### src/rtl/assert_macros.svh
// ---------------------------------------------------------------------------
// assert_macros.svh
// Assertion shorthands for the RTL. Every module that uses them has
// its clock named clk and its asynchronous active-low reset named arst_n.
// ---------------------------------------------------------------------------
`ifndef ASSERT_MACROS_SVH
`define ASSERT_MACROS_SVH

// Check a condition at every clock edge outside reset.
`define ASSERT_ALWAYS(label, expr, msg) \
	label: assert property (@(posedge clk) disable iff (!arst_n) (expr)) else $error(msg);

// Check that a condition in one cycle implies another in the next cycle.
`define ASSERT_NEXT(label, ante, cons, msg) \
	label: assert property (@(posedge clk) disable iff (!arst_n) (ante) |=> (cons)) \
		else $error(msg);

`endif

### src/rtl/ilp_pkg.sv
// ---------------------------------------------------------------------------
// ilp_pkg
// Types, character codes and limits for the integer literal parser.
// ---------------------------------------------------------------------------
package ilp_pkg;

	// Parser phase
	typedef enum logic [2:0] {
		PH_IDLE = 3'd0,
		PH_SIGN = 3'd1,
		PH_SDEC = 3'd2,
		PH_DEC  = 3'd3,
		PH_ZERO = 3'd4,
		PH_BIN  = 3'd5,
		PH_HEX  = 3'd6
	} phase_t;

	// Result status
	typedef enum logic [1:0] {
		STATUS_OK   = 2'd0,
		STATUS_NONE = 2'd1,
		STATUS_OVF  = 2'd2
	} status_t;

	typedef struct packed {
		logic [7:0] char_in;
		logic       end_of_stream;
	} item_t;

	typedef struct packed {
		logic signed [31:0] parsed_value;
		logic [6:0]         parsed_length;
		status_t            parse_status;
		logic               char_consumed;
	} result_t;

	// Character codes
	localparam logic [7:0] CH_ZERO  = 8'h30;
	localparam logic [7:0] CH_ONE   = 8'h31;
	localparam logic [7:0] CH_NINE  = 8'h39;
	localparam logic [7:0] CH_PLUS  = 8'h2B;
	localparam logic [7:0] CH_MINUS = 8'h2D;
	localparam logic [7:0] CH_LO_B  = 8'h62;
	localparam logic [7:0] CH_UP_B  = 8'h42;
	localparam logic [7:0] CH_LO_X  = 8'h78;
	localparam logic [7:0] CH_UP_X  = 8'h58;
	localparam logic [7:0] CH_LO_A  = 8'h61;
	localparam logic [7:0] CH_LO_F  = 8'h66;
	localparam logic [7:0] CH_UP_A  = 8'h41;
	localparam logic [7:0] CH_UP_F  = 8'h46;

	// Limits
	localparam logic [6:0] DEC_COUNT_CAP       = 7'd65;
	localparam logic [6:0] BIN_DIGITS_MAX      = 7'd32;
	localparam logic [6:0] HEX_DIGITS_MAX      = 7'd8;
	localparam logic [6:0] MAX_PREFIXED_RESET  = 7'd64;

endpackage

### src/rtl/ilp_ifs.sv
// ---------------------------------------------------------------------------
// ilp_ifs
// Valid/ready channels for characters in and parse results out.
// ---------------------------------------------------------------------------
interface ilp_char_if;
	logic       valid;
	logic       ready;
	logic [7:0] char_in;
	logic       end_of_stream;

	modport source (output valid, output char_in, output end_of_stream, input ready);
	modport sink   (input valid, input char_in, input end_of_stream, output ready);
endinterface

interface ilp_result_if;
	logic               valid;
	logic               ready;
	logic signed [31:0] parsed_value;
	logic [6:0]         parsed_length;
	logic [1:0]         parse_status;
	logic               char_consumed;

	modport source (output valid, output parsed_value, output parsed_length,
		output parse_status, output char_consumed, input ready);
	modport sink   (input valid, input parsed_value, input parsed_length,
		input parse_status, input char_consumed, output ready);
endinterface

### src/rtl/integer_literal_parser.sv
// ---------------------------------------------------------------------------
// integer_literal_parser
// Streaming parser for one signed 32-bit integer literal: decimal with an
// optional sign, hex after 0x, binary after 0b.
// ---------------------------------------------------------------------------
//
//   channel   | dir | transaction
//   ----------+-----+--------------------------------------------------
//   chars     | in  | one character (char_in) or end-of-stream mark
//   results   | out | value, length, status, consumed flag
//   cfg_wr_*  | in  | write of max_prefixed_digits (7 bits)
//
// One character transaction per cycle while results are taken. A character is
// captured in the input register and parsed from there; a result it causes is
// loaded into the result register by the parse step that raises it.
// Reset clears the parser to idle and sets the digit limit to 64.
// While the result register holds a result the sink has not taken, the
// parse step stalls, and chars.ready drops once the input register is full.
//
module integer_literal_parser (
	input  logic          clk,
	input  logic          arst_n,
	input  logic          cfg_wr_en,
	input  logic [6:0]    cfg_wr_data,
	ilp_char_if.sink      chars,
	ilp_result_if.source  results
);

	logic               item_valid;
	ilp_pkg::item_t     item;
	logic               out_free;
	logic               advance;
	logic               res_valid;
	ilp_pkg::result_t   res;

	// Parse the held character only when a result it may raise has a place to go.
	assign advance = item_valid && out_free;

	ilp_in_stage u_in_stage (
		.clk     (clk),
		.arst_n  (arst_n),
		.chars   (chars),
		.advance (advance),
		.valid   (item_valid),
		.item    (item)
	);

	// Parser state machine and digit limit register
	ilp_parse u_parse (
		.clk         (clk),
		.arst_n      (arst_n),
		.cfg_wr_en   (cfg_wr_en),
		.cfg_wr_data (cfg_wr_data),
		.step        (advance),
		.item        (item),
		.res_valid   (res_valid),
		.res         (res)
	);

	// Result register toward the sink
	ilp_out_stage u_out_stage (
		.clk     (clk),
		.arst_n  (arst_n),
		.load    (res_valid),
		.res     (res),
		.free    (out_free),
		.results (results)
	);

endmodule

### src/rtl/ilp_in_stage.sv
// ---------------------------------------------------------------------------
// ilp_in_stage
// Input register: capture one character transaction, hold it until parsed.
// ---------------------------------------------------------------------------
module ilp_in_stage (
	input  logic                 clk,
	input  logic                 arst_n,
	ilp_char_if.sink             chars,
	input  logic                 advance,
	output logic                 valid,
	output ilp_pkg::item_t       item
);

	logic           valid_s1;
	ilp_pkg::item_t item_s1;

	// Refill in the same cycle the held item moves on.
	assign chars.ready = !valid_s1 || advance;

	always_ff @(posedge clk or negedge arst_n) begin
		if (!arst_n) begin
			valid_s1 <= 1'b0;
		end else if (chars.valid && chars.ready) begin
			valid_s1 <= 1'b1;
		end else if (advance) begin
			valid_s1 <= 1'b0;
		end
	end

	always_ff @(posedge clk) begin
		if (chars.valid && chars.ready) begin
			item_s1.char_in       <= chars.char_in;
			item_s1.end_of_stream <= chars.end_of_stream;
		end
	end

	assign valid = valid_s1;
	assign item  = item_s1;

endmodule

### src/rtl/ilp_parse.sv
// ---------------------------------------------------------------------------
// ilp_parse
// Parser state and per-character next-state logic; raises a result when a
// literal ends. Also holds the prefixed digit limit register.
// ---------------------------------------------------------------------------
`include "assert_macros.svh"

module ilp_parse (
	input  logic                 clk,
	input  logic                 arst_n,
	input  logic                 cfg_wr_en,
	input  logic [6:0]           cfg_wr_data,
	input  logic                 step,
	input  ilp_pkg::item_t       item,
	output logic                 res_valid,
	output ilp_pkg::result_t     res
);

	ilp_pkg::phase_t phase_q, phase_d;
	logic [30:0]     acc_q, acc_d;
	logic [6:0]      count_q, count_d;
	logic            neg_q, neg_d;
	logic [6:0]      max_digits_q;

	logic        emit;
	logic [7:0]  c;
	logic        eos;
	logic        is_dec;
	logic        is_hex_letter;
	logic        is_bin;
	logic [3:0]  hex_val;
	logic [34:0] dec_sum;
	logic        dec_ovf;
	logic [6:0]  base_lim;
	logic [6:0]  lim;
	logic        pfx_ovf;
	logic [31:0] mag;
	logic [31:0] ok_value;

	// Prefixed digit limit
	always_ff @(posedge clk or negedge arst_n) begin
		if (!arst_n) begin
			max_digits_q <= ilp_pkg::MAX_PREFIXED_RESET;
		end else if (cfg_wr_en) begin
			max_digits_q <= cfg_wr_data;
		end
	end

	assign c   = item.char_in;
	assign eos = item.end_of_stream;

	assign is_dec = !eos && (c >= ilp_pkg::CH_ZERO) && (c <= ilp_pkg::CH_NINE);
	assign is_hex_letter = !eos &&
		(((c >= ilp_pkg::CH_LO_A) && (c <= ilp_pkg::CH_LO_F)) ||
		 ((c >= ilp_pkg::CH_UP_A) && (c <= ilp_pkg::CH_UP_F)));
	assign is_bin = !eos && ((c == ilp_pkg::CH_ZERO) || (c == ilp_pkg::CH_ONE));
	// Low nibble is the digit for 0-9; letters a-f and A-F sit 9 below their value.
	assign hex_val = is_dec ? c[3:0] : 4'(c[3:0] + 4'd9);

	// acc * 10 + d, overflow when above 2^31-1
	assign dec_sum = {1'b0, acc_q, 3'b000} + {3'b000, acc_q, 1'b0} + {31'd0, c[3:0]};
	assign dec_ovf = (dec_sum[34:31] != 4'd0) || (count_q >= ilp_pkg::DEC_COUNT_CAP);

	assign base_lim = (phase_q == ilp_pkg::PH_BIN) ? ilp_pkg::BIN_DIGITS_MAX
	                                                : ilp_pkg::HEX_DIGITS_MAX;
	assign lim = (max_digits_q < base_lim) ? max_digits_q : base_lim;
	assign pfx_ovf = (count_q >= lim) ||
		((phase_q == ilp_pkg::PH_BIN) ? acc_q[30] : (acc_q[30:27] != 4'd0));

	assign mag      = {1'b0, acc_q};
	assign ok_value = neg_q ? 32'(-mag) : mag;

	always_comb begin
		phase_d = phase_q;
		acc_d   = acc_q;
		count_d = count_q;
		neg_d   = neg_q;
		emit    = 1'b0;
		res.parsed_value  = '0;
		res.parsed_length = '0;
		res.parse_status  = ilp_pkg::STATUS_NONE;
		res.char_consumed = 1'b0;

		case (phase_q)
			ilp_pkg::PH_SIGN,
			ilp_pkg::PH_SDEC,
			ilp_pkg::PH_DEC: begin
				if (!is_dec) begin
					emit = 1'b1;
					if (phase_q != ilp_pkg::PH_SIGN) begin
						res.parsed_value  = $signed(ok_value);
						res.parsed_length = count_q;
						res.parse_status  = ilp_pkg::STATUS_OK;
					end
				end else if (dec_ovf) begin
					emit = 1'b1;
					res.parse_status = ilp_pkg::STATUS_OVF;
				end else begin
					phase_d = (phase_q == ilp_pkg::PH_SIGN) ? ilp_pkg::PH_SDEC : phase_q;
					acc_d   = dec_sum[30:0];
					count_d = 7'(count_q + 7'd1);
				end
			end
			ilp_pkg::PH_ZERO: begin
				if (!eos && ((c == ilp_pkg::CH_LO_B) || (c == ilp_pkg::CH_UP_B))) begin
					phase_d = ilp_pkg::PH_BIN;
					acc_d   = '0;
					count_d = '0;
				end else if (!eos && ((c == ilp_pkg::CH_LO_X) || (c == ilp_pkg::CH_UP_X))) begin
					phase_d = ilp_pkg::PH_HEX;
					acc_d   = '0;
					count_d = '0;
				end else begin
					// Lone zero
					emit = 1'b1;
					res.parsed_length = 7'd1;
					res.parse_status  = ilp_pkg::STATUS_OK;
				end
			end
			ilp_pkg::PH_BIN,
			ilp_pkg::PH_HEX: begin
				if ((phase_q == ilp_pkg::PH_BIN) ? !is_bin : !(is_dec || is_hex_letter)) begin
					emit = 1'b1;
					if (count_q != 7'd0) begin
						res.parsed_value  = $signed(ok_value);
						res.parsed_length = count_q;
						res.parse_status  = ilp_pkg::STATUS_OK;
					end
				end else if (pfx_ovf) begin
					emit = 1'b1;
					res.parse_status = ilp_pkg::STATUS_OVF;
				end else begin
					acc_d = (phase_q == ilp_pkg::PH_BIN) ? {acc_q[29:0], c[0]}
					                                      : {acc_q[26:0], hex_val};
					count_d = 7'(count_q + 7'd1);
				end
			end
			default: begin
				// Idle: look for a sign, a leading zero or a first digit.
				acc_d   = '0;
				count_d = '0;
				neg_d   = 1'b0;
				phase_d = ilp_pkg::PH_IDLE;
				if (eos) begin
					emit = 1'b1;
				end else if ((c == ilp_pkg::CH_PLUS) || (c == ilp_pkg::CH_MINUS)) begin
					phase_d = ilp_pkg::PH_SIGN;
					neg_d   = (c == ilp_pkg::CH_MINUS);
					count_d = 7'd1;
				end else if (c == ilp_pkg::CH_ZERO) begin
					phase_d = ilp_pkg::PH_ZERO;
				end else if (is_dec) begin
					phase_d = ilp_pkg::PH_DEC;
					acc_d   = {27'd0, c[3:0]};
					count_d = 7'd1;
				end else begin
					emit = 1'b1;
				end
			end
		endcase

		// Every result ends the literal: drop back to idle.
		if (emit) begin
			phase_d = ilp_pkg::PH_IDLE;
			acc_d   = '0;
			count_d = '0;
			neg_d   = 1'b0;
		end
	end

	always_ff @(posedge clk or negedge arst_n) begin
		if (!arst_n) begin
			phase_q <= ilp_pkg::PH_IDLE;
			acc_q   <= '0;
			count_q <= '0;
			neg_q   <= 1'b0;
		end else if (step) begin
			phase_q <= phase_d;
			acc_q   <= acc_d;
			count_q <= count_d;
			neg_q   <= neg_d;
		end
	end

	assign res_valid = step && emit;

	`ASSERT_NEXT(a_emit_to_idle, res_valid, phase_q == ilp_pkg::PH_IDLE,
		"parser not idle after a result")
	`ASSERT_ALWAYS(a_fail_is_zero,
		!res_valid || (res.parse_status == ilp_pkg::STATUS_OK) ||
		((res.parsed_value == 32'sd0) && (res.parsed_length == 7'd0)),
		"failed result carries a value or length")
	`ASSERT_ALWAYS(a_dec_count_cap, count_q <= ilp_pkg::DEC_COUNT_CAP,
		"digit count beyond decimal cap")
	`ASSERT_ALWAYS(a_hex_count_cap,
		(phase_q != ilp_pkg::PH_HEX) || (count_q <= ilp_pkg::HEX_DIGITS_MAX),
		"hex digit count beyond eight")

endmodule

### src/rtl/ilp_out_stage.sv
// ---------------------------------------------------------------------------
// ilp_out_stage
// Result register: hold one result transaction until the sink takes it.
// ---------------------------------------------------------------------------
module ilp_out_stage (
	input  logic                 clk,
	input  logic                 arst_n,
	input  logic                 load,
	input  ilp_pkg::result_t     res,
	output logic                 free,
	ilp_result_if.source         results
);

	logic             valid_s2;
	ilp_pkg::result_t res_s2;

	assign free = !valid_s2 || results.ready;

	always_ff @(posedge clk or negedge arst_n) begin
		if (!arst_n) begin
			valid_s2 <= 1'b0;
		end else if (load) begin
			valid_s2 <= 1'b1;
		end else if (results.ready) begin
			valid_s2 <= 1'b0;
		end
	end

	always_ff @(posedge clk) begin
		if (load) begin
			res_s2 <= res;
		end
	end

	assign results.valid         = valid_s2;
	assign results.parsed_value  = res_s2.parsed_value;
	assign results.parsed_length = res_s2.parsed_length;
	assign results.parse_status  = res_s2.parse_status;
	assign results.char_consumed = res_s2.char_consumed;

endmodule

### src/flat_wrapper.sv
// flat-port wrapper written by rule: the top's interface ports become plain ports
module integer_literal_parser_flat 
  (clk, arst_n, cfg_wr_en, cfg_wr_data, chars_valid, chars_char_in, chars_end_of_stream, chars_ready, results_valid, results_parsed_value, results_parsed_length, results_parse_status, results_char_consumed, results_ready);
  ilp_char_if chars_i ();
  ilp_result_if results_i ();
  input  logic clk;
  input  logic arst_n;
  input  logic cfg_wr_en;
  input  logic [6:0] cfg_wr_data;
  input wire logic [$bits(chars_i.valid)-1:0] chars_valid;
  input wire logic [$bits(chars_i.char_in)-1:0] chars_char_in;
  input wire logic [$bits(chars_i.end_of_stream)-1:0] chars_end_of_stream;
  output wire logic [$bits(chars_i.ready)-1:0] chars_ready;
  output wire logic [$bits(results_i.valid)-1:0] results_valid;
  output wire logic [$bits(results_i.parsed_value)-1:0] results_parsed_value;
  output wire logic [$bits(results_i.parsed_length)-1:0] results_parsed_length;
  output wire logic [$bits(results_i.parse_status)-1:0] results_parse_status;
  output wire logic [$bits(results_i.char_consumed)-1:0] results_char_consumed;
  input wire logic [$bits(results_i.ready)-1:0] results_ready;
  assign chars_i.valid = chars_valid;
  assign chars_i.char_in = chars_char_in;
  assign chars_i.end_of_stream = chars_end_of_stream;
  assign chars_ready = chars_i.ready;
  assign results_valid = results_i.valid;
  assign results_parsed_value = results_i.parsed_value;
  assign results_parsed_length = results_i.parsed_length;
  assign results_parse_status = results_i.parse_status;
  assign results_char_consumed = results_i.char_consumed;
  assign results_i.ready = results_ready;
  integer_literal_parser u_core (.clk(clk), .arst_n(arst_n), .cfg_wr_en(cfg_wr_en), .cfg_wr_data(cfg_wr_data), .chars(chars_i), .results(results_i));
endmodule
### config.mk
export PLATFORM = sky130hd
export DESIGN_NAME = integer_literal_parser_flat
export DESIGN_NICKNAME = d
export VERILOG_FILES = /design/src/rtl/ilp_pkg.sv /design/src/rtl/ilp_ifs.sv /design/src/rtl/integer_literal_parser.sv /design/src/rtl/ilp_in_stage.sv /design/src/rtl/ilp_parse.sv /design/src/rtl/ilp_out_stage.sv /design/src/flat_wrapper.sv
export VERILOG_INCLUDE_DIRS = /design/src /design/src/rtl
export SDC_FILE = /design/constraint.sdc
export NUM_CORES = 1
export LEC_CHECK = 0
export BUFFER_PORTS_ARGS = -buffer_cell sky130_fd_sc_hd__buf_4
export CAP_MARGIN = 20
export CELL_PAD_IN_SITES_DETAIL_PLACEMENT = 0
export CELL_PAD_IN_SITES_GLOBAL_PLACEMENT = 1
export CORE_AREA = 2 2 133 135
export DETAILED_ROUTE_END_ITERATION = 7
export DIE_AREA = 0 0 135 137
export HOLD_SLACK_MARGIN = 0.08
export PLACE_DENSITY_LB_ADDON = 0.25
export SLEW_MARGIN = 0
export SYNTH_ARGS = -nofsm -noshare
export SYNTH_HDL_FRONTEND = slang
export SYNTH_SLANG_ARGS = --single-unit
### constraint.sdc
create_clock -name clk -period 17.95 [get_ports clk]
set_clock_uncertainty 0.05 [all_clocks]
set_input_delay 1.795 -clock clk [delete_from_list [all_inputs] [get_ports clk]]
set_output_delay 1.795 -clock clk [all_outputs]
set_load 0.05 [all_outputs]
==> results of run 1 <==
==> per-layer routing <==
layer / part of all wire [%] / routed length [um] / track usage [%] / up-vias
li1: - / - / - / 3541
met1: 47 / 10300 / 34.3 / 3417
met2: 47 / 10300 / 37.8 / 174
met4: 2.0 / 442 / 8.45 / 0
met5: 0 / 0 / 0 / -
met3: 4.4 / 982 / 4.04 / 31
==> placed cells by master, fill, tap and decap left out, types with 8 or more instances in the layout <==
cell       netlist  routed
o31ai_1         18      18
o21ai_0         55      55
mux2_2           8       8
inv_1           23      23
a21oi_1         82      81
ha_1            82      82
dfrtp_1         50      50
xor2_1          39      39
nor2_1          89      88
a31oi_1         10      10
a21o_1          17      17
and2_1          13      13
xnor2_1         21      21
nor4_1           8       8
buf_4            1      70
nand3_1         15      15
o41ai_1          9       9
nand2_1        128     127
edfxtp_1        50      50
a22oi_1          9       9
o31ai_2         20      20
or4_1            8       8
nand2b_1        11      11
nor3_1          15      15
clkbuf_16        0       9
==> cell families (layout without fill, tap and decap cells) <==
group | after synthesis | after routing | share of synthesized area (%)
and+or+nand+nor | 322 | 322 | 17.7
DFF | 101 | 101 | 33.3
muxes | 14 | 14 | 1.80
AOI/OAI and AO/OA | 285 | 285 | 24.0
xor gates and xnor gates | 60 | 60 | 6.30
other | 2 | 2 | 0.0900
adders and majority gates | 84 | 84 | 12.8
buffers and inverters | 84 | 112 | 4.05
==> state kept, by name, indices dropped and copies added (netlist names) <==
name                                      cells
u_core.u_out_stage.results.parsed_value      32
u_core.u_parse.acc_q                         31
u_core.u_in_stage.item                        9
u_core.u_out_stage.results.parsed_length      7
u_core.u_parse.count_q                        7
u_core.u_parse.max_digits_q                   7
u_core.u_parse.phase_q                        3
u_core.u_out_stage.results.parse_status       2
u_core.u_in_stage.valid                       1
u_core.u_out_stage.results.valid              1
u_core.u_parse.neg_q                          1
==> cells in the mapped netlist (all sizes together), types with 12 or more instances <==
| library cell | number | area share [%] |
|---|---|---|
| clkbuf | 47 | 2.1 |
| nand3 | 15 | 0.90 |
| nor2 | 89 | 4.0 |
| ha | 82 | 12 |
| buf | 12 | 0.81 |
| nand2 | 128 | 5.8 |
| inv | 24 | 1.1 |
| o31ai | 38 | 4.6 |
| xor2 | 39 | 4.1 |
| edfxtp | 50 | 18 |
| xnor2 | 21 | 2.2 |
| and2 | 13 | 0.97 |
| a21o | 17 | 1.5 |
| a21oi | 82 | 4.9 |
| nor3 | 16 | 1.0 |
| dfrtp | 50 | 15 |
| o21ai | 58 | 3.5 |
==> path summary, 6_finish.rpt <==
| kind | startpoint | end | slack (ns) | cells after the start |
|---|---|---|---|---|
| worst max-delay path | u_core.u_parse.phase_q[1] | u_core.u_parse.phase_q[0] | 11.27 | 20 |
| max in group asynchronous | arst_n | u_core.u_parse.acc_q[19] | 15.94 | 1 |
| worst min-delay path | u_core.u_parse.max_digits_q[1] | u_core.u_parse.max_digits_q[1] | 0.46 | 1 |
| min in group asynchronous | arst_n | u_core.u_parse.acc_q[30] | 1.42 | 1 |
| worst max register to register | u_core.u_parse.phase_q[1] | u_core.u_parse.phase_q[0] | 11.27 | 20 |
| worst min register to register | u_core.u_parse.max_digits_q[1] | u_core.u_parse.max_digits_q[1] | 0.46 | 1 |
==> final cells by class <==
type,count,area (sq um)
well taps,225,282
clock buffers,9,225
inverters,25,93.8
flip-flops and latches,101,2780
repair buffers,71,553
multi-input cells,767,5240
clock inverters,7,81.3
fillers,1629,7800
==> through the flow <==
stage / setup slack, ns / total power, W / instance area (sq um) / util (%) / instances
finish: 11.27 / 0.000739 / 9260 / 54.3 / 1205
global route: 10.61 / 0.000777 / 9260 / 54.3 / 1205
CTS: 11.29 / 0.000744 / 9230 / 54.1 / 1204
detailed placement: 11.33 / 0.000537 / 8920 / 52.3 / 1188
global placement: 11.58 / 0.000535 / 8920 / 52.3 / 1188
floorplan: 12.09 / 0.000461 / 8340 / - / 952
==> power by group through the flow <==
stage | clock network (W) | registers (W) | logic, W
3_3_place_gp | 0 | 0.000289 | 0.000246
3_5_place_dp | 0 | 0.000289 | 0.000248
5_1_grt | 0.000219 | 0.000288 | 0.000270
2_1_floorplan | 0 | 0.000318 | 0.000143
6_report | 0.000207 | 0.000285 | 0.000247
4_1_cts | 0.000211 | 0.000285 | 0.000248
==> worst max-delay path, stage by stage (launching register included) <==
cell       delay (ns)
dfrtp_1          0.42
inv_1            0.11
ha_1             0.73
and2_1           0.24
inv_1            0.36
ha_1             0.43
o31a_1           0.10
nor3_1           0.56
nand2_1          0.14
ha_1             0.31
a21o_1           0.18
a21o_1           0.17
a2111oi_0        0.34
o21ai_0          0.20
nor2_1           0.25
o21ai_0          0.16
or3_1            0.36
o31ai_2          0.60
nor3_4           0.28
buf_4            0.36
a211oi_1         0.22
==> run_results.csv, run 1 <==
group,metric,value,unit
global_route,grt_pass1_vias,6665,
pwr,clkPwrFrac,28.1,%
detailed_routing,first_pass_iters,4,
sta,tightest_slew,1.01,ns
final_layout,synthToLayoutAreaGrowth,10.9,%
floorplanning,rows,48,
placement,globalplace.congestion,0.900,
sta,hold_violations,0,
worst_setup_path,worst_setup_path_start_kind,"register",
synth,yosys.cell_types.count,82,
final_layout,final_nets,1080,
pwr,ir_worst_vdd,0.0489,mV
detailed_routing,wirelength,22.1,mm
clocking,cts_hold_buf,0,
clocking,numCtsBuffers,9,
worst_setup_path,worstPathMaxFanout,29,
global_route,grt_max_degree,64,
synth,ys_seq_area_share,33.3,%
clocking,clk_pin_slew,0.08,ns
clocking,post_cts_buffers,0,
clocking,clockBufferDepth,2,
detailed_routing,drt_iter0_drc,582,
clocking,cts_tree,"yes",
global_route,grt_overflow_total,0,
synth,synth_area,0.00834,sq mm
detailed_routing,wl_per_cell,18.3,um
worst_setup_path,worstSetupPathType,"register to register",
sta,slew_violations,0,
sta,setup_viol_count_final,0,
synth,syn-num-nets,1057,
worst_hold_path,hold_path.class,"register to register",
synth,ys.flop_type,"edfxtp_1",
detailed_routing,avgViaCountPerCell,5.94,
global_route,antenna_found_initial,0,
pwr,seq_power_share,38.6,%
sta,fmax,150,MHz
final_layout,drive_above_1_share,14.0,%
synth,syn_inst,952,
pwr,p_leak,3.97,nW
sta,max_slew_margin,32.3,%
synth,synth_seq_cells,101,
floorplanning,dieHeight,137,um
worst_setup_path,cp.arrival,6.91,ns
floorplanning,start_util,48.9,%
clocking,post_cts_resize_count,0,
sta,fin_tns_setup,0,ns
pwr,p_int,0.000438,W
pwr,combPwrFrac,33.4,%
global_route,grtUsageTotal,24.3,%
worst_setup_path,end_kind,"register",
pwr,p_switching,0.000300,W
sta,hold_ws,0.465,ns
clocking,h-tree-depth,3,
detailed_routing,antenna_left,0,
synth,synth_edf_count,50,
clocking,cts_sinks,101,
sta,period_minus_slack,6.68,ns
detailed_routing,drc,0,
synth,syn_avg_cell_area,8.76,sq um
placement,io_buffers,63,
sta,rsz0062_at_grt,"no",
floorplanning,die_x,135,um
floorplanning,design.portCount,65,
synth,ys_async_sr_fraction,50.5,%
final_layout,n_antenna_cell,0,
run_status,status,"finished, final reports clean",
sta,period_share,37.2,%
clocking,clk_latency,0.37,ns
placement,hpwl,15.8,mm
clocking,cts_root_buf,"clkbuf_16",
global_route,grt_pass1_wl,35.4,mm
floorplanning,core_area,0.0171,sq mm
worst_setup_path,worstPathRequired,18.17,ns
synth,yosys_warnings,0,
floorplanning,die-area,0.0185,sq mm
pwr,swShare,40.7,%
detailed_routing,vias,7163,
run,drv_cap,0,
pwr,powerDensity,79.8,mW/mm^2
Power figures use the tool's default switching activity.
==> run 2: changes to the inputs <==
- CORE_AREA: 2 2 133 135 -> 2 2 143 145
- DIE_AREA: 0 0 135 137 -> 0 0 145 147
- clock period: 17.95 -> 5.8 ns (I/O delays scaled with it)
==> run_results.csv, run 2 (same netlist as run 1, synthesis figures left out) <==
group,metric,value,unit
worst_setup_path,worstReg2RegEnd,"u_core.u_parse.phase_q[1]",
global_route,grt_pass1_vias,6705,
floorplanning,start_util,42.0,%
pwr,seq_power_share,38.6,%
final_layout,final_nets,1083,
worst_setup_path,worstSetupPathType,"register to register",
worst_setup_path,crit_chain,"inv_1 -> ha_1 -> and2_1 -> inv_1 -> ha_1 -> o31a_1 -> nor3_1 -> buf_4 -> nand2_1 -> ha_1 -> a21o_1 -> a21o_1 -> a2111oi_0 -> o21ai_0 -> nor2_1 -> o21ai_0 -> or3_1 -> o31ai_2 -> nor3_4 -> buf_4 -> a211oi_1",
worst_setup_path,worstPathMaxFanout,26,
run,drv_cap,0,
clocking,post_cts_resize_count,0,
worst_setup_path,regToRegStartpoint,"u_core.u_parse.phase_q[1]",
final_layout,n_antenna_cell,0,
pwr,swShare,40.5,%
clocking,h-tree-depth,3,
sta,period_minus_slack,5.00,ns
global_route,grt_pass1_wl,36.7,mm
global_route,grtUsageTotal,21.4,%
sta,hold_violations,0,
clocking,cts_sinks,101,
worst_setup_path,worstPathRequired,6.02,ns
worst_setup_path,slowest_delay,0.57,ns
sta,slew_violations,0,
placement,dpl-instance-area,0.00903,sq mm
final_layout,largest_reg_flops,32,
clocking,cts_hold_buf,0,
worst_setup_path,cp.arrival,5.23,ns
detailed_routing,wirelength,22.4,mm
final_layout,synthToLayoutAreaGrowth,11.8,%
detailed_routing,drt_iter0_drc,596,
pwr,clkPwrFrac,27.3,%
clocking,clk_latency,0.37,ns
pwr,p_int,0.00135,W
placement,globalplace.congestion,0.892,
final_layout,final_common_cell,"nand2_1",
clocking,post_cts_buffers,0,
pwr,combPwrFrac,34.1,%
placement,hpwl,15.9,mm
floorplanning,design.portCount,65,
worst_setup_path,critPathMostFrequentCell,"ha_1",
pwr,powerDensity,244,mW/mm^2
worst_setup_path,critPathBufInv,4,
worst_setup_path,reg2reg_setup_slack,0.80,ns
worst_hold_path,hold_path.class,"input port to async pin",
clocking,clockBufferDepth,2,
worst_setup_path,end_kind,"register",
floorplanning,rows,52,
sta,fin_tns_setup,0,ns
detailed_routing,vias,7157,
detailed_routing,antenna_left,0,
worst_setup_path,worst_setup_path_start_kind,"register",
pwr,p_leak,3.97,nW
placement,io_buffers,63,
detailed_routing,avgViaCountPerCell,5.71,
sta,period_share,86.3,%
detailed_routing,drc,0,
global_route,antenna_found_initial,0,
run_status,status,"finished, final reports clean",
final_layout,final_cell_area,0.00932,sq mm
floorplanning,dieHeight,147,um
detailed_routing,first_pass_iters,5,
clocking,cts_root_buf,"clkbuf_16",
global_route,grt_overflow_total,0,
clocking,cts_tree,"yes",
sta,rsz0062_at_grt,"no",
floorplanning,die-area,0.0213,sq mm
final_layout,final_cell_mix,"nand2_1, nor2_1, ha_1",
worst_setup_path,slowest_stage,"o31ai_2",
clocking,clk_pin_slew,0.08,ns
global_route,grt_max_degree,64,
floorplanning,die_x,145,um
sta,fmax,200,MHz
worst_setup_path,rr_worst_depth,21,
pwr,p_switching,0.000923,W
sta,tightest_slew,0.964,ns
pwr,p_total,0.00228,W
sta,max_slew_margin,35.1,%
floorplanning,core_area,0.0198,sq mm
final_layout,drive_above_1_share,14.2,%
worst_setup_path,path_delay_family,"compound AO/OA/AOI/OAI gates",
sta,setup_viol_count_final,0,
detailed_routing,wl_per_cell,17.9,um
clocking,numCtsBuffers,9,
pwr,ir_worst_vdd,0.215,mV
[run 2: changes by cell type in the layout (fill, tap and decap cells not counted), sizes merged]
cell      previous run  this run
clkinvlp             0         2
inv                 30        27
buf                 71        74
clkbuf               9        10
[run 2: worst max path at each step]
stage	start	to	depth (start not counted)
after floorplan	u_core.u_parse.phase_q[1]	u_core.u_out_stage.results.parse_status[0]	20
after global placement	u_core.u_parse.phase_q[1]	u_core.u_out_stage.results.parsed_value[11]	20
after detailed placement	u_core.u_parse.phase_q[1]	u_core.u_parse.phase_q[1]	21
after CTS	u_core.u_parse.phase_q[1]	u_core.u_parse.phase_q[1]	21
after global routing	u_core.u_parse.phase_q[1]	u_core.u_parse.phase_q[1]	21
final	u_core.u_parse.phase_q[1]	u_core.u_parse.phase_q[1]	21
[run 2: area by class of cell]
class / instances / area [sq um]
fill: 1915 / 10500
clock inverter: 6 / 52.6
sequential: 101 / 2780
timing repair buffer: 74 / 576
tap: 270 / 338
inverter: 25 / 93.8
multi-input combinational: 767 / 5250
clock buffer: 10 / 239
[run 2: power by group through the flow]
stage	clock network [W]	registers, W	logic, W
after floorplan	0	0.000983	0.000444
after global placement	0	0.000893	0.000776
after CTS	0.000635	0.000879	0.000779
final	0.000622	0.000879	0.000775
after detailed placement	0	0.000894	0.000777
after global routing	0.000660	0.000890	0.000845
[run 2: routing by layer]
metal,vias to the layer above,track usage [%],routed length (um)
met3,16,2.61,781
met1,3442,29.9,10700
met5,-,0,0
li1,3554,-,-
met2,145,35.5,10700
met4,0,5.45,259
[run 2: through the flow]
stage	setup slack, ns	hold WS [ns]	utilization (%)	cells
after global routing	0.430	0.260	47.0	1253
after global placement	1.08	0.439	45.4	1236
after CTS	0.782	0.234	47.0	1253
after floorplan	0.670	0.234	-	952
after detailed placement	0.797	0.439	45.5	1237
final	0.796	0.206	47.0	1253
==> run 3: changes to the inputs <==
- ABC_AREA: unset -> 1
- CORE_AREA: 2 2 143 145 -> 2 2 148 150
- DIE_AREA: 0 0 145 147 -> 0 0 150 152
==> run_results.csv, run 3 <==
group,metric,value,unit
floorplanning,core_area,0.0214,sq mm
global_route,grt_pass1_vias,7623,
detailed_routing,wl_per_cell,16.4,um
worst_setup_path,worstPathMaxFanout,22,
sta,period_minus_slack,4.64,ns
synth,yosys.cell_types.count,54,
clocking,cts_sinks,101,
clocking,numCtsBuffers,9,
pwr,powerDensity,178,mW/mm^2
floorplanning,rows,54,
global_route,grt_pass1_wl,40.3,mm
worst_setup_path,rr_worst_depth,21,
final_layout,multiInputGateArea,0.00504,sq mm
final_layout,final_common_cell,"nand2_1",
worst_setup_path,path_delay_family,"simple AND/OR/NAND/NOR gates",
synth,ys_async_sr_fraction,50.5,%
global_route,antenna_found_initial,0,
detailed_routing,wl_met3,833,um
worst_setup_path,worst_setup_path_start_kind,"register",
synth,synth_area,0.00851,sq mm
synth,syn-num-nets,1267,
detailed_routing,drc,0,
sta,setup_viol_count_final,0,
global_route,grt_max_degree,61,
sta,slew_violations,0,
placement,globalplace.congestion,0.864,
run_status,status,"finished, final reports clean",
sta,tightest_slew,0.897,ns
worst_setup_path,critPathBufInv,4,
clocking,clockBufferDepth,2,
floorplanning,die-area,0.0228,sq mm
sta,hold_violations,0,
detailed_routing,avgViaCountPerCell,5.27,
synth,syn_inst,1162,
worst_setup_path,crit_chain,"inv_1 -> ha_1 -> nand2_1 -> inv_2 -> o31ai_1 -> nand2_1 -> nand2_1 -> o21ai_0 -> inv_1 -> ha_1 -> nand2_1 -> nor2_1 -> nand4_1 -> o2111ai_1 -> nor2_1 -> nor2_1 -> nor3_1 -> nand2_2 -> nand2_2 -> nor2_4 -> buf_4",
final_layout,synthToLayoutAreaGrowth,12.0,%
floorplanning,start_util,39.8,%
final_layout,final_cell_mix,"nand2_1, inv_1, nor2_1",
worst_setup_path,slowest_delay,0.57,ns
sta,hold_ws,0.211,ns
final_layout,finalCoreUtilization,44.6,%
detailed_routing,highest_layer,"met4",
sta,max_slew_margin,40.2,%
detailed_routing,wirelength,24.5,mm
sta,rsz0062_at_grt,"no",
worst_setup_path,regToRegStartpoint,"u_core.u_parse.phase_q[1]",
sta,period_share,80.0,%
detailed_routing,wl_met2,11.7,mm
clocking,clk_pin_slew,0.08,ns
global_route,grtUsageTotal,22.1,%
clocking,cts_root_buf,"clkbuf_16",
synth,synth_common_cells,"nand2_1, inv_1, nor2_1",
floorplanning,dieHeight,152,um
final_layout,drive_above_1_share,12.5,%
worst_setup_path,reg2reg_setup_slack,1.16,ns
clocking,clk_latency,0.35,ns
clocking,h-tree-depth,3,
final_layout,final_nets,1314,
detailed_routing,routedLengthMet1,11.6,mm
synth,synth_seq_cells,101,
synth,ys.flop_type,"edfxtp_1",
synth,yosysTopAreaCellShare,17.7,%
worst_setup_path,cp.arrival,4.63,ns
final_layout,ff_latch_area,0.00278,sq mm
detailed_routing,drt_iter0_drc,481,
detailed_routing,vias,7869,
final_layout,n_fill_cell,2298,
worst_setup_path,worstPathRequired,5.80,ns
sta,fmax,216,MHz
synth,synth.most_common_cell,"nand2_1",
placement,io_buffers,63,
synth,yosysTopAreaCell,"edfxtp_1",
worst_setup_path,slowest_stage,"ha_1",
clocking,cts_hold_buf,0,
sta,fin_tns_setup,0,ns
global_route,grt_overflow_total,0,
clocking,cts_tree,"yes",
final_layout,largest_reg_flops,32,
worst_setup_path,worstSetupPathType,"register to register",
pwr,ir_worst_vdd,0.152,mV
synth,ys_seq_area_share,32.7,%
placement,place_ws,1.19,ns
worst_setup_path,end_kind,"register",
clocking,post_cts_resize_count,0,
pwr,p_leak,4.52,nW
run,drv_cap,0,
detailed_routing,first_pass_iters,5,
synth,synthTopCellsByArea,"edfxtp_1, dfrtp_1, ha_1",
synth,yosys_warnings,0,
sta,setup_ws,1.16,ns
worst_setup_path,worstReg2RegEnd,"u_core.u_out_stage.results.parsed_value[7]",
worst_hold_path,hold_path.class,"input port to async pin",
floorplanning,design.portCount,65,
worst_setup_path,critPathMostFrequentCell,"nand2_1",
floorplanning,die_x,150,um
detailed_routing,antenna_left,0,
placement,hpwl,18.4,mm
synth,synth_edf_count,50,
placement,dpl-instance-area,0.00924,sq mm
final_layout,n_antenna_cell,0,
final_layout,final_cell_area,0.00952,sq mm
clocking,post_cts_buffers,0,
synth,syn_avg_cell_area,7.32,sq um
run 3: final cells by class:
| type | instances | share of cell area [%] |
|---|---|---|
| clock buffer | 10 | 2.51 |
| clock inverter | 6 | 0.486 |
| inverter | 147 | 5.82 |
| multi-input combinational | 881 | 52.9 |
| sequential | 101 | 29.2 |
| tap | 280 | 3.68 |
| timing repair buffer | 69 | 5.44 |
run 3: cells by family (layout without fill, tap and decap cells):
| family | Yosys count | after routing | share of synthesized area, % |
|---|---|---|---|
| compound gates | 219 | 219 | 15.1 |
| xor+xnor | 27 | 27 | 2.78 |
| fa+ha+maj | 84 | 84 | 12.5 |
| buf+inv | 180 | 232 | 8.34 |
| flops | 101 | 101 | 32.7 |
| mux | 5 | 5 | 0.662 |
| other cells | 2 | 2 | 0.0883 |
| simple gates | 544 | 544 | 27.8 |
run 3: metrics by stage:
stage               cells  total power [W]
floorplan            1162          0.00102
global placement     1478          0.00112
detailed placement   1478          0.00112
CTS                  1494          0.00171
global route         1494          0.00177
finish               1494          0.00169
run 3: how the worst max path moves through the flow:
stage,endpoint,from,cells after the start
4_1_cts,u_core.u_out_stage.results.parsed_value[7],u_core.u_parse.phase_q[1],21
3_3_place_gp,u_core.u_out_stage.results.parsed_value[7],u_core.u_parse.phase_q[1],21
5_1_grt,u_core.u_out_stage.results.parsed_value[10],u_core.u_parse.phase_q[1],20
2_1_floorplan,u_core.u_out_stage.results.parse_status[0],u_core.u_parse.phase_q[1],22
6_report,u_core.u_out_stage.results.parsed_value[7],u_core.u_parse.phase_q[1],21
3_5_place_dp,u_core.u_out_stage.results.parsed_value[7],u_core.u_parse.phase_q[1],21
run 3: per-layer routing:
metal | global-route usage [%] | vias to the layer above
met1 | 30.5 | 3681
met4 | 4.99 | 0
li1 | - | 3981
met2 | 36.7 | 176
met3 | 2.88 | 31
met5 | 0 | -
run 3: report_power, final:
part           switching [W]  internal (W)  total (W)
Clock               0.000287      0.000306   0.000593
Combinational       0.000212     0.0000732   0.000285
Sequential         0.0000179      0.000799   0.000817
